### src/rtl/gaq_pkg.sv
// ----------------------------------------------------------------------------
// gaq_pkg: shared definitions of the gamma-2 colour quantizer
// Widths, step counts, register codes and the records passed between the
// configuration block, the channel lanes and the merging output stage.
// ----------------------------------------------------------------------------
`default_nettype none

package gaq_pkg;

	localparam int FRACTION_BITS = 16;
	localparam int COUNT_WIDTH   = 16;
	localparam int QUOT_WIDTH    = 16;
	localparam int ROOT_WIDTH    = 8;
	localparam int BYTE_WIDTH    = 8;

	localparam int DIV_STEPS   = QUOT_WIDTH;
	localparam int ROOT_STEPS  = ROOT_WIDTH;
	localparam int LANE_STAGES = 1 + DIV_STEPS + ROOT_STEPS;
	localparam int LANES       = 3;

	localparam int LANE_RED   = 0;
	localparam int LANE_GREEN = 1;
	localparam int LANE_BLUE  = 2;

	localparam logic [BYTE_WIDTH-1:0]  BYTE_MAX           = '1;
	localparam logic [COUNT_WIDTH-1:0] SAMPLE_COUNT_RESET = COUNT_WIDTH'(1);

	localparam int APB_DATA_WIDTH  = 32;
	localparam int APB_ADDR_WIDTH  = 3;
	localparam int REG_INDEX_WIDTH = APB_ADDR_WIDTH - 2;

	localparam logic [REG_INDEX_WIDTH-1:0] REG_SAMPLE_COUNT = '0;

	typedef struct packed {
		logic                   advance;
		logic [COUNT_WIDTH-1:0] sample_count;
	} gaq_ctrl_t;

	typedef struct packed {
		logic                  ovf;
		logic [ROOT_WIDTH-1:0] root;
	} gaq_lane_res_t;

endpackage

`default_nettype wire

### src/rtl/gaq_if.sv
// ----------------------------------------------------------------------------
// gaq_if: pixel channels of the gamma-2 colour quantizer
// Valid/ready channels for the accumulated sums going in and the quantized
// bytes coming out.
// ----------------------------------------------------------------------------
`default_nettype none

interface gaq_pixel_in_if #(
	parameter int SUM_WIDTH = 32
);
	logic                 valid;
	logic                 ready;
	logic [SUM_WIDTH-1:0] red_sum;
	logic [SUM_WIDTH-1:0] green_sum;
	logic [SUM_WIDTH-1:0] blue_sum;

	modport source (output valid, output red_sum, output green_sum, output blue_sum,
		input ready);
	modport sink (input valid, input red_sum, input green_sum, input blue_sum,
		output ready);
endinterface

interface gaq_pixel_out_if;
	logic                           valid;
	logic                           ready;
	logic [gaq_pkg::BYTE_WIDTH-1:0] red_byte;
	logic [gaq_pkg::BYTE_WIDTH-1:0] green_byte;
	logic [gaq_pkg::BYTE_WIDTH-1:0] blue_byte;

	modport source (output valid, output red_byte, output green_byte, output blue_byte,
		input ready);
	modport sink (input valid, input red_byte, input green_byte, input blue_byte,
		output ready);
endinterface

`default_nettype wire

### src/rtl/gaq_apb_regs.sv
// ----------------------------------------------------------------------------
// gaq_apb_regs: configuration register block
// Holds the sample count behind a simple APB-style port with no wait states.
// ----------------------------------------------------------------------------
`default_nettype none

module gaq_apb_regs (
	input  wire logic                                 clk,
	input  wire logic                                 arst_n,
	input  wire logic                                 psel,
	input  wire logic                                 penable,
	input  wire logic                                 pwrite,
	input  wire logic [gaq_pkg::APB_ADDR_WIDTH-1:0]   paddr,
	input  wire logic [gaq_pkg::APB_DATA_WIDTH-1:0]   pwdata,
	output logic      [gaq_pkg::APB_DATA_WIDTH-1:0]   prdata,
	output logic                                      pready,
	output logic      [gaq_pkg::COUNT_WIDTH-1:0]      sample_count
);
	import gaq_pkg::*;

	logic [REG_INDEX_WIDTH-1:0] reg_index;
	logic                       wr_en;
	logic [COUNT_WIDTH-1:0]     sample_count_q;

	assign reg_index    = paddr[APB_ADDR_WIDTH-1:2];
	assign wr_en        = psel && penable && pwrite;
	assign pready       = 1'b1;
	assign sample_count = sample_count_q;

	always_ff @(posedge clk or negedge arst_n) begin
		if (!arst_n) begin
			sample_count_q <= SAMPLE_COUNT_RESET;
		end else if (wr_en && (reg_index == REG_SAMPLE_COUNT)) begin
			sample_count_q <= pwdata[COUNT_WIDTH-1:0];
		end
	end

	always_comb begin
		if (reg_index == REG_SAMPLE_COUNT) begin
			prdata = APB_DATA_WIDTH'(sample_count_q);
		end else begin
			prdata = '0;
		end
	end

endmodule

`default_nettype wire

### src/rtl/gaq_lane.sv
// ----------------------------------------------------------------------------
// gaq_lane: one colour channel of the quantizer
// A pipelined restoring divider giving one quotient bit per stage, followed
// by a pipelined square root giving one result bit per stage.
// ----------------------------------------------------------------------------
`default_nettype none

module gaq_lane #(
	parameter int SUM_WIDTH = 32
) (
	input  wire logic                    clk,
	input  wire gaq_pkg::gaq_ctrl_t      ctrl,
	input  wire logic [SUM_WIDTH-1:0]    sum,
	output gaq_pkg::gaq_lane_res_t       res
);
	import gaq_pkg::*;

	localparam int HI_WIDTH  = SUM_WIDTH - FRACTION_BITS;
	localparam int CMP_WIDTH = (HI_WIDTH > COUNT_WIDTH) ? HI_WIDTH : COUNT_WIDTH;

	logic [HI_WIDTH-1:0]    sum_hi;
	logic [CMP_WIDTH-1:0]   hi_ext;
	logic [CMP_WIDTH-1:0]   count_ext;
	logic                   ovf_in;

	logic [COUNT_WIDTH-1:0] drem_s  [DIV_STEPS+1];
	logic [QUOT_WIDTH-1:0]  dword_s [DIV_STEPS+1];
	logic                   dovf_s  [DIV_STEPS+1];

	logic [COUNT_WIDTH:0]   dtrial   [DIV_STEPS];
	logic [COUNT_WIDTH:0]   ddiff    [DIV_STEPS];
	logic                   dtake    [DIV_STEPS];
	logic [COUNT_WIDTH-1:0] drem_nx  [DIV_STEPS];
	logic [QUOT_WIDTH-1:0]  dword_nx [DIV_STEPS];

	logic [ROOT_WIDTH-1:0]   sroot_s [ROOT_STEPS];
	logic [QUOT_WIDTH-1:0]   sval_s  [ROOT_STEPS];
	logic                    sovf_s  [ROOT_STEPS];

	logic [ROOT_WIDTH-1:0]   sroot_in [ROOT_STEPS];
	logic [QUOT_WIDTH-1:0]   sval_in  [ROOT_STEPS];
	logic                    sovf_in  [ROOT_STEPS];
	logic [ROOT_WIDTH-1:0]   strial   [ROOT_STEPS];
	logic [2*ROOT_WIDTH-1:0] ssquare  [ROOT_STEPS];
	logic [ROOT_WIDTH-1:0]   sroot_nx [ROOT_STEPS];

	// The quotient overflows 16 bits exactly when the integer part of the sum
	// reaches the count; otherwise that integer part is the first remainder.
	assign sum_hi    = sum[SUM_WIDTH-1:FRACTION_BITS];
	assign hi_ext    = CMP_WIDTH'(sum_hi);
	assign count_ext = CMP_WIDTH'(ctrl.sample_count);
	assign ovf_in    = (hi_ext >= count_ext);

	always_comb begin
		for (int k = 0; k < DIV_STEPS; k++) begin
			dtrial[k]   = {drem_s[k], dword_s[k][QUOT_WIDTH-1]};
			dtake[k]    = (dtrial[k] >= {1'b0, ctrl.sample_count});
			ddiff[k]    = dtrial[k] - {1'b0, ctrl.sample_count};
			drem_nx[k]  = dtake[k] ? ddiff[k][COUNT_WIDTH-1:0] : dtrial[k][COUNT_WIDTH-1:0];
			dword_nx[k] = {dword_s[k][QUOT_WIDTH-2:0], dtake[k]};
		end
	end

	always_comb begin
		for (int j = 0; j < ROOT_STEPS; j++) begin
			if (j == 0) begin
				sroot_in[j] = '0;
				sval_in[j]  = dword_s[DIV_STEPS];
				sovf_in[j]  = dovf_s[DIV_STEPS];
			end else begin
				sroot_in[j] = sroot_s[j-1];
				sval_in[j]  = sval_s[j-1];
				sovf_in[j]  = sovf_s[j-1];
			end
			strial[j]   = sroot_in[j] | (ROOT_WIDTH'(1) << (ROOT_WIDTH - 1 - j));
			ssquare[j]  = strial[j] * strial[j];
			sroot_nx[j] = (ssquare[j] <= sval_in[j]) ? strial[j] : sroot_in[j];
		end
	end

	always_ff @(posedge clk) begin
		if (ctrl.advance) begin
			drem_s[0]  <= hi_ext[COUNT_WIDTH-1:0];
			dword_s[0] <= sum[FRACTION_BITS-1:0];
			dovf_s[0]  <= ovf_in;
			for (int k = 0; k < DIV_STEPS; k++) begin
				drem_s[k+1]  <= drem_nx[k];
				dword_s[k+1] <= dword_nx[k];
				dovf_s[k+1]  <= dovf_s[k];
			end
			for (int j = 0; j < ROOT_STEPS; j++) begin
				sroot_s[j] <= sroot_nx[j];
				sval_s[j]  <= sval_in[j];
				sovf_s[j]  <= sovf_in[j];
			end
		end
	end

	assign res.ovf  = sovf_s[ROOT_STEPS-1];
	assign res.root = sroot_s[ROOT_STEPS-1];

endmodule

`default_nettype wire

### src/rtl/gaq_merge.sv
// ----------------------------------------------------------------------------
// gaq_merge: output stage of the quantizer
// Saturates each lane's root and gathers the three channels into one
// registered output item.
// ----------------------------------------------------------------------------
`default_nettype none

module gaq_merge (
	input  wire logic                   clk,
	input  wire logic                   arst_n,
	input  wire logic                   advance,
	input  wire logic                   lane_valid,
	input  wire gaq_pkg::gaq_lane_res_t lane_res [gaq_pkg::LANES],
	gaq_pixel_out_if.source             pixel_out
);
	import gaq_pkg::*;

	logic                  valid_q;
	logic [BYTE_WIDTH-1:0] byte_q  [LANES];
	logic [BYTE_WIDTH-1:0] byte_nx [LANES];

	always_comb begin
		for (int i = 0; i < LANES; i++) begin
			byte_nx[i] = lane_res[i].ovf ? BYTE_MAX : BYTE_WIDTH'(lane_res[i].root);
		end
	end

	always_ff @(posedge clk or negedge arst_n) begin
		if (!arst_n) begin
			valid_q <= 1'b0;
		end else if (advance) begin
			valid_q <= lane_valid;
		end
	end

	always_ff @(posedge clk) begin
		if (advance) begin
			for (int i = 0; i < LANES; i++) begin
				byte_q[i] <= byte_nx[i];
			end
		end
	end

	assign pixel_out.valid      = valid_q;
	assign pixel_out.red_byte   = byte_q[LANE_RED];
	assign pixel_out.green_byte = byte_q[LANE_GREEN];
	assign pixel_out.blue_byte  = byte_q[LANE_BLUE];

endmodule

`default_nettype wire

### src/rtl/gamma2_average_color_quantizer_top.sv
// ----------------------------------------------------------------------------
// gamma2_average_color_quantizer_top: gamma-2 colour quantizer
// Turns three accumulated channel sums into three gamma corrected bytes.
// ----------------------------------------------------------------------------
// Usage:
// An item enters on pixel_in as three sums with 16 fraction bits and leaves
// on pixel_out as three bytes, each min(isqrt(sum / sample_count), 255).
// Three identical lanes work on the channels side by side; each lane divides
// with one quotient bit per pipeline stage and then takes the square root
// with one result bit per stage, and a merging stage registers the bytes.
// One item is taken every cycle while the receiver does not stall. An item
// accepted on pixel_in passes through the input stage, the 16 divider stages,
// the 8 root stages and the output register before it is shown on pixel_out.
// When the receiver stalls, the whole pipeline holds and pixel_in.ready
// falls; it stays high while the output register is empty or being taken.
// The user must write sample_count over the APB port only while no item is in
// flight; the block itself does not enforce it. Reset empties the pipeline and
// sets sample_count to one. A count of zero gives 255 on every channel.
// ----------------------------------------------------------------------------
`default_nettype none

module gamma2_average_color_quantizer_top #(
	parameter int SUM_WIDTH = 32
) (
	input  wire logic                                 clk,
	input  wire logic                                 arst_n,
	gaq_pixel_in_if.sink                              pixel_in,
	gaq_pixel_out_if.source                           pixel_out,
	input  wire logic                                 psel,
	input  wire logic                                 penable,
	input  wire logic                                 pwrite,
	input  wire logic [gaq_pkg::APB_ADDR_WIDTH-1:0]   paddr,
	input  wire logic [gaq_pkg::APB_DATA_WIDTH-1:0]   pwdata,
	output logic      [gaq_pkg::APB_DATA_WIDTH-1:0]   prdata,
	output logic                                      pready
);
	import gaq_pkg::*;

	localparam int LastStage = LANE_STAGES - 1;

	logic                   adv;
	logic [COUNT_WIDTH-1:0] sample_count;
	gaq_ctrl_t              ctrl;
	logic [SUM_WIDTH-1:0]   lane_sum [LANES];
	gaq_lane_res_t          lane_res [LANES];
	logic [LastStage:0]     vld_s;

	gaq_apb_regs u_regs (
		.clk          (clk),
		.arst_n       (arst_n),
		.psel         (psel),
		.penable      (penable),
		.pwrite       (pwrite),
		.paddr        (paddr),
		.pwdata       (pwdata),
		.prdata       (prdata),
		.pready       (pready),
		.sample_count (sample_count)
	);

	assign adv               = !pixel_out.valid || pixel_out.ready;
	assign pixel_in.ready    = adv;
	assign ctrl.advance      = adv;
	assign ctrl.sample_count = sample_count;

	assign lane_sum[LANE_RED]   = pixel_in.red_sum;
	assign lane_sum[LANE_GREEN] = pixel_in.green_sum;
	assign lane_sum[LANE_BLUE]  = pixel_in.blue_sum;

	always_ff @(posedge clk or negedge arst_n) begin
		if (!arst_n) begin
			vld_s <= '0;
		end else if (adv) begin
			vld_s <= {vld_s[LastStage-1:0], pixel_in.valid};
		end
	end

	for (genvar g = 0; g < LANES; g++) begin : g_lane
		gaq_lane #(
			.SUM_WIDTH (SUM_WIDTH)
		) u_lane (
			.clk  (clk),
			.ctrl (ctrl),
			.sum  (lane_sum[g]),
			.res  (lane_res[g])
		);
	end

	gaq_merge u_merge (
		.clk        (clk),
		.arst_n     (arst_n),
		.advance    (adv),
		.lane_valid (vld_s[LastStage]),
		.lane_res   (lane_res),
		.pixel_out  (pixel_out)
	);

	a_accept_enters: assert property (@(posedge clk) disable iff (!arst_n)
		pixel_in.valid && pixel_in.ready |=> vld_s[0])
		else $error("accepted item did not enter the first stage");

	a_stall_holds: assert property (@(posedge clk) disable iff (!arst_n)
		!adv |=> $stable(vld_s))
		else $error("pipeline moved while the output was stalled");

	a_last_delivers: assert property (@(posedge clk) disable iff (!arst_n)
		vld_s[LastStage] && adv |=> pixel_out.valid)
		else $error("item in the last stage was not moved to the output");

	a_no_phantom: assert property (@(posedge clk) disable iff (!arst_n)
		adv && !vld_s[LastStage] |=> !pixel_out.valid)
		else $error("output valid without an item from the last stage");

endmodule

`default_nettype wire
### src/flat_wrapper.sv
// flat-port wrapper written by rule: the top's interface ports become plain ports
module gamma2_average_color_quantizer_top_flat import gaq_pkg::*;
#(
	parameter int SUM_WIDTH = 32
)
  (clk, arst_n, psel, penable, pwrite, paddr, pwdata, prdata, pready, pixel_in_valid, pixel_in_red_sum, pixel_in_green_sum, pixel_in_blue_sum, pixel_in_ready, pixel_out_valid, pixel_out_red_byte, pixel_out_green_byte, pixel_out_blue_byte, pixel_out_ready);
  gaq_pixel_in_if #(.SUM_WIDTH(SUM_WIDTH)) pixel_in_i ();
  gaq_pixel_out_if pixel_out_i ();
  input  wire logic clk;
  input  wire logic arst_n;
  input  wire logic psel;
  input  wire logic penable;
  input  wire logic pwrite;
  input  wire logic [gaq_pkg::APB_ADDR_WIDTH-1:0] paddr;
  input  wire logic [gaq_pkg::APB_DATA_WIDTH-1:0] pwdata;
  output logic      [gaq_pkg::APB_DATA_WIDTH-1:0] prdata;
  output logic pready;
  input wire logic [$bits(pixel_in_i.valid)-1:0] pixel_in_valid;
  input wire logic [$bits(pixel_in_i.red_sum)-1:0] pixel_in_red_sum;
  input wire logic [$bits(pixel_in_i.green_sum)-1:0] pixel_in_green_sum;
  input wire logic [$bits(pixel_in_i.blue_sum)-1:0] pixel_in_blue_sum;
  output wire logic [$bits(pixel_in_i.ready)-1:0] pixel_in_ready;
  output wire logic [$bits(pixel_out_i.valid)-1:0] pixel_out_valid;
  output wire logic [$bits(pixel_out_i.red_byte)-1:0] pixel_out_red_byte;
  output wire logic [$bits(pixel_out_i.green_byte)-1:0] pixel_out_green_byte;
  output wire logic [$bits(pixel_out_i.blue_byte)-1:0] pixel_out_blue_byte;
  input wire logic [$bits(pixel_out_i.ready)-1:0] pixel_out_ready;
  assign pixel_in_i.valid = pixel_in_valid;
  assign pixel_in_i.red_sum = pixel_in_red_sum;
  assign pixel_in_i.green_sum = pixel_in_green_sum;
  assign pixel_in_i.blue_sum = pixel_in_blue_sum;
  assign pixel_in_ready = pixel_in_i.ready;
  assign pixel_out_valid = pixel_out_i.valid;
  assign pixel_out_red_byte = pixel_out_i.red_byte;
  assign pixel_out_green_byte = pixel_out_i.green_byte;
  assign pixel_out_blue_byte = pixel_out_i.blue_byte;
  assign pixel_out_i.ready = pixel_out_ready;
  gamma2_average_color_quantizer_top #(.SUM_WIDTH(SUM_WIDTH)) u_core (.clk(clk), .arst_n(arst_n), .pixel_in(pixel_in_i), .pixel_out(pixel_out_i), .psel(psel), .penable(penable), .pwrite(pwrite), .paddr(paddr), .pwdata(pwdata), .prdata(prdata), .pready(pready));
endmodule
### config.mk
export PLATFORM = sky130hd
export DESIGN_NAME = gamma2_average_color_quantizer_top_flat
export DESIGN_NICKNAME = d
export VERILOG_FILES = /design/src/rtl/gaq_pkg.sv /design/src/rtl/gaq_if.sv /design/src/rtl/gaq_apb_regs.sv /design/src/rtl/gaq_lane.sv /design/src/rtl/gaq_merge.sv /design/src/rtl/gamma2_average_color_quantizer_top.sv /design/src/flat_wrapper.sv
export SDC_FILE = /design/constraint.sdc
export NUM_CORES = 2
export LEC_CHECK = 0
export BUFFER_PORTS_ARGS = -buffer_cell sky130_fd_sc_hd__buf_2
export CAP_MARGIN = 40
export CORE_UTILIZATION = 45
export DETAILED_ROUTE_END_ITERATION = 10
export PLACE_DENSITY = 0.57
export SETUP_SLACK_MARGIN = 0.02
export SKIP_CTS_REPAIR_TIMING = 1
export SYNTH_ARGS = -nofsm -noshare
export SYNTH_HDL_FRONTEND = slang
export SYNTH_SLANG_ARGS = --single-unit
### constraint.sdc
create_clock -name clk -period 109.2 [get_ports clk]
set_clock_uncertainty 0.05 [all_clocks]
set_input_delay 10.92 -clock clk [delete_from_list [all_inputs] [get_ports clk]]
set_output_delay 10.92 -clock clk [all_outputs]
set_load 0.05 [all_outputs]
==> impl_results.md <==
* Top area cells in the synthesized netlist: edfxtp_1 (51%), ha_1 (13%), a21oi_1 (3.7%)
* Synthesized area at 125000 sq um
* Crit-path max FO at 35
* DR vias at 79100
* WL final at 259000 um
* Area share of the largest cell type after synthesis at 50.9%
* Syn-to-layout area delta at 11.6%
* GPL Wtd Cong at 0.883
* CTS tree: yes
* Die Height at 530 um
* Mapped Cells at 10400
* Endpoints failing hold at 0
* First-pass GRT wire length at 416000 um
* Clock Path Buffers at 4
* Worst Path Arrival at 12130 ps
* Initial Util at 45.3%
* GRT overflow at 0
* Max cap viols at 0
* Share of cells above drive strength 1 at 11.2%
* Die area at 281000 sq um
* Max Slew Vio Count at 0
* Final Util at 50.6%
* Root Buffer: clkbuf_16
* Worst slew pin tran at 1060 ps
* EDFF count, synth at 2127
* Clk slew on worst S/H paths at 60 ps
* PortBufs at 161
* Detailed Place HPWL at 186000 um
* I/O pins at 197
* Number of iterations in the first detailed-routing pass at 6
* Final ANT Viol Nets at 0
* Distinct cells, synth at 95
* Kind of critical path: in -> out
* H-tree levels at 4
* Hold Path Class: reg -> reg
* Total CTS buffers at 242
* Avg Synthesized Cell Area at 12.1 sq um
* Total GRT Usage at 18.3%
* Crit path time final at 23100 ps
* FMAX at 0.0433 GHz
* CP Launch Type: primary input
* Vias/cell at 5.39
* Synth Warn # at 0
* Setup crit end kind: output port
* Endpoints failing setup at 0
* Fillers at 23700
* CTS sink cnt at 2169
* Final Cycle Share at 21.2%
* Largest net degree at the start of global routing at 188
* DIE WIDTH at 530 um
* Drt wl/cell at 17.6 um
* Sequential-to-total area share from yosys stat at 51.7%
* Cell Rows at 193
* DR DRC count at 0
* Nets@finish at 12400
* Synth Flop Type: edfxtp_1
* Initial antenna violation count at 6
* Setup TNS at 0 ps
* Status: finished, final reports clean
* Vias in the first global route at 80300
* Core area at 277000 sq um
* Yosys top cell by area: edfxtp_1
* Synth async-reset ratio at 1.94%
* Yosys reg bits at 2169
* Max transition margin at 29.3%
* RSZ-0062 raised after global routing: false
* Clock latency at the later pin of the worst-skew pair at 940 ps
* Req. time, crit path at 98230 ps
* Iteration-0 DRC Markers at 4434
==> critical path, stage by stage <==
cell	delay (ps)
buf_2	80
nand2b_4	650
buf_2	400
==> per-stage QoR <==
step / cells / setup slack [ps] / hold slack (ps) / area (sq um)
detailed placement: 14200 / 86060 / 355 / 132000
finish: 14700 / 86100 / 333 / 140000
floorplan: 10400 / 29250 / 350 / 126000
global route: 14700 / 86040 / 328 / 140000
CTS: 14700 / 86050 / 331 / 140000
global placement: 14200 / 86070 / 350 / 131000
==> layout make-up <==
| cell class | instances | area, sq um | share of cell area, % |
|---|---|---|---|
| Sequential cell | 2169 | 64900 | 46.4 |
| Multi-Input combinational cell | 7273 | 57100 | 40.8 |
| Clock buffer | 282 | 6270 | 4.48 |
| Tap cell | 3705 | 4640 | 3.31 |
| Inverter | 793 | 3000 | 2.14 |
| Timing Repair Buffer | 289 | 2130 | 1.52 |
| Clock inverter | 166 | 1970 | 1.41 |
| Antenna cell | 1 | 2.50 | 0.00179 |
==> cells by family after synthesis <==
| group | count (synthesis) | synth area share, % |
|---|---|---|
| compound gates | 2239 | 11.0 |
| flops | 2169 | 51.7 |
| other cells | 2 | 0.00599 |
| fa+ha+maj | 1508 | 16.3 |
| xor+xnor | 727 | 5.08 |
| mux | 408 | 3.65 |
| simple gates | 2374 | 9.42 |
| buf+inv | 931 | 2.88 |
==> registers in the layout (all words and copies together), names as in the netlist <==
name and flops:
u_core.g_lane.u_lane.sroot_s 108, u_core.g_lane.u_lane.dword_s 816, u_core.g_lane.u_lane.dovf_s 51, u_core.vld_s 25
u_core.u_regs.sample_count 16, u_core.g_lane.u_lane.sval_s 336, u_core.u_merge.pixel_out.valid 1, u_core.g_lane.u_lane.drem_s 768
u_core.u_merge.byte_q 24, u_core.g_lane.u_lane.sovf_s 24
==> path summary, 6_finish.rpt <==
path | from | end | slack [ps] | depth (start not counted)
setup reg to reg | u_core.g_lane[0].u_lane.sroot_s[1][23]$_DFFE_PP_ | u_core.g_lane[0].u_lane.sroot_s[1][24]$_DFFE_PP_ | 103280 | 19
hold reg to reg | u_core.g_lane[1].u_lane.dword_s[0][211]$_DFFE_PP_ | u_core.g_lane[1].u_lane.dword_s[0][228]$_DFFE_PP_ | 330 | 0
max in group asynchronous | arst_n | u_core.vld_s[17]$_DFFE_PN0P_ | 98770 | 2
min in group asynchronous | arst_n | u_core.u_regs.sample_count[1]$_DFFE_PN0P_ | 9870 | 1
hold / removal | u_core.g_lane[1].u_lane.dword_s[0][211]$_DFFE_PP_ | u_core.g_lane[1].u_lane.dword_s[0][228]$_DFFE_PP_ | 330 | 0
setup / recovery | pixel_out_ready | pixel_in_ready | 86100 | 3
==> cell usage after synthesis (41+ instances only) <==
library cell  instances
o31a_1               46
clkbuf_1             85
and2_1              118
nand3_1             124
xor2_1              259
and3_1               46
dfrtp_1              41
edfxtp_1           2127
ha_1               1302
nand2_1             494
or2_2               129
nor2_1              700
nor2b_1             199
mux2_2              363
o21bai_1             57
o31ai_1              90
nand4_1             131
inv_1               792
a211oi_1             89
o21a_1               87
fa_1                206
nand2b_1            131
nor4_1               81
nor3_1               99
a21o_1              234
xnor2_1             468
o21ai_0             418
a21oi_1             931
a31oi_1              44
==> cells in the final DEF, fill, tap and decap left out, drive strengths merged, types with 24 or more instances in the layout <==
cell,count
a2111oi,29
or2,130
nor2b,199
clkbuf,282
a211oi,89
and4,40
nand4,131
and3,46
o211ai,41
buf,289
o21bai,57
nor2,700
o21ai,424
nor4,83
inv,793
xor2,259
dfrtp,41
nor3b,29
mux2,371
nor3,99
o31a,46
nand2b,131
a21oi,932
a21boi,35
xnor2,468
bufinv,32
o31ai,90
a31oi,52
o21a,88
a21o,234
edfxtp,2127
mux2i,37
ha,1302
fa,206
nand2,494
nand3,124
clkinv,110
clkinvlp,24
and2,118
==> metal layers <==
layer / vias to the layer above / GRT usage [%] / share of wire [%]
met5: - / 0 / 0
met4: 0 / 5.46 / 2.6
met3: 406 / 1.98 / 3.6
met1: 38100 / 23.9 / 46
li1: 39100 / - / -
met2: 1412 / 31.7 / 48
Power is not shown: default switching activity piles up to over one toggle a cycle in this logic, so the estimate is an artifact.
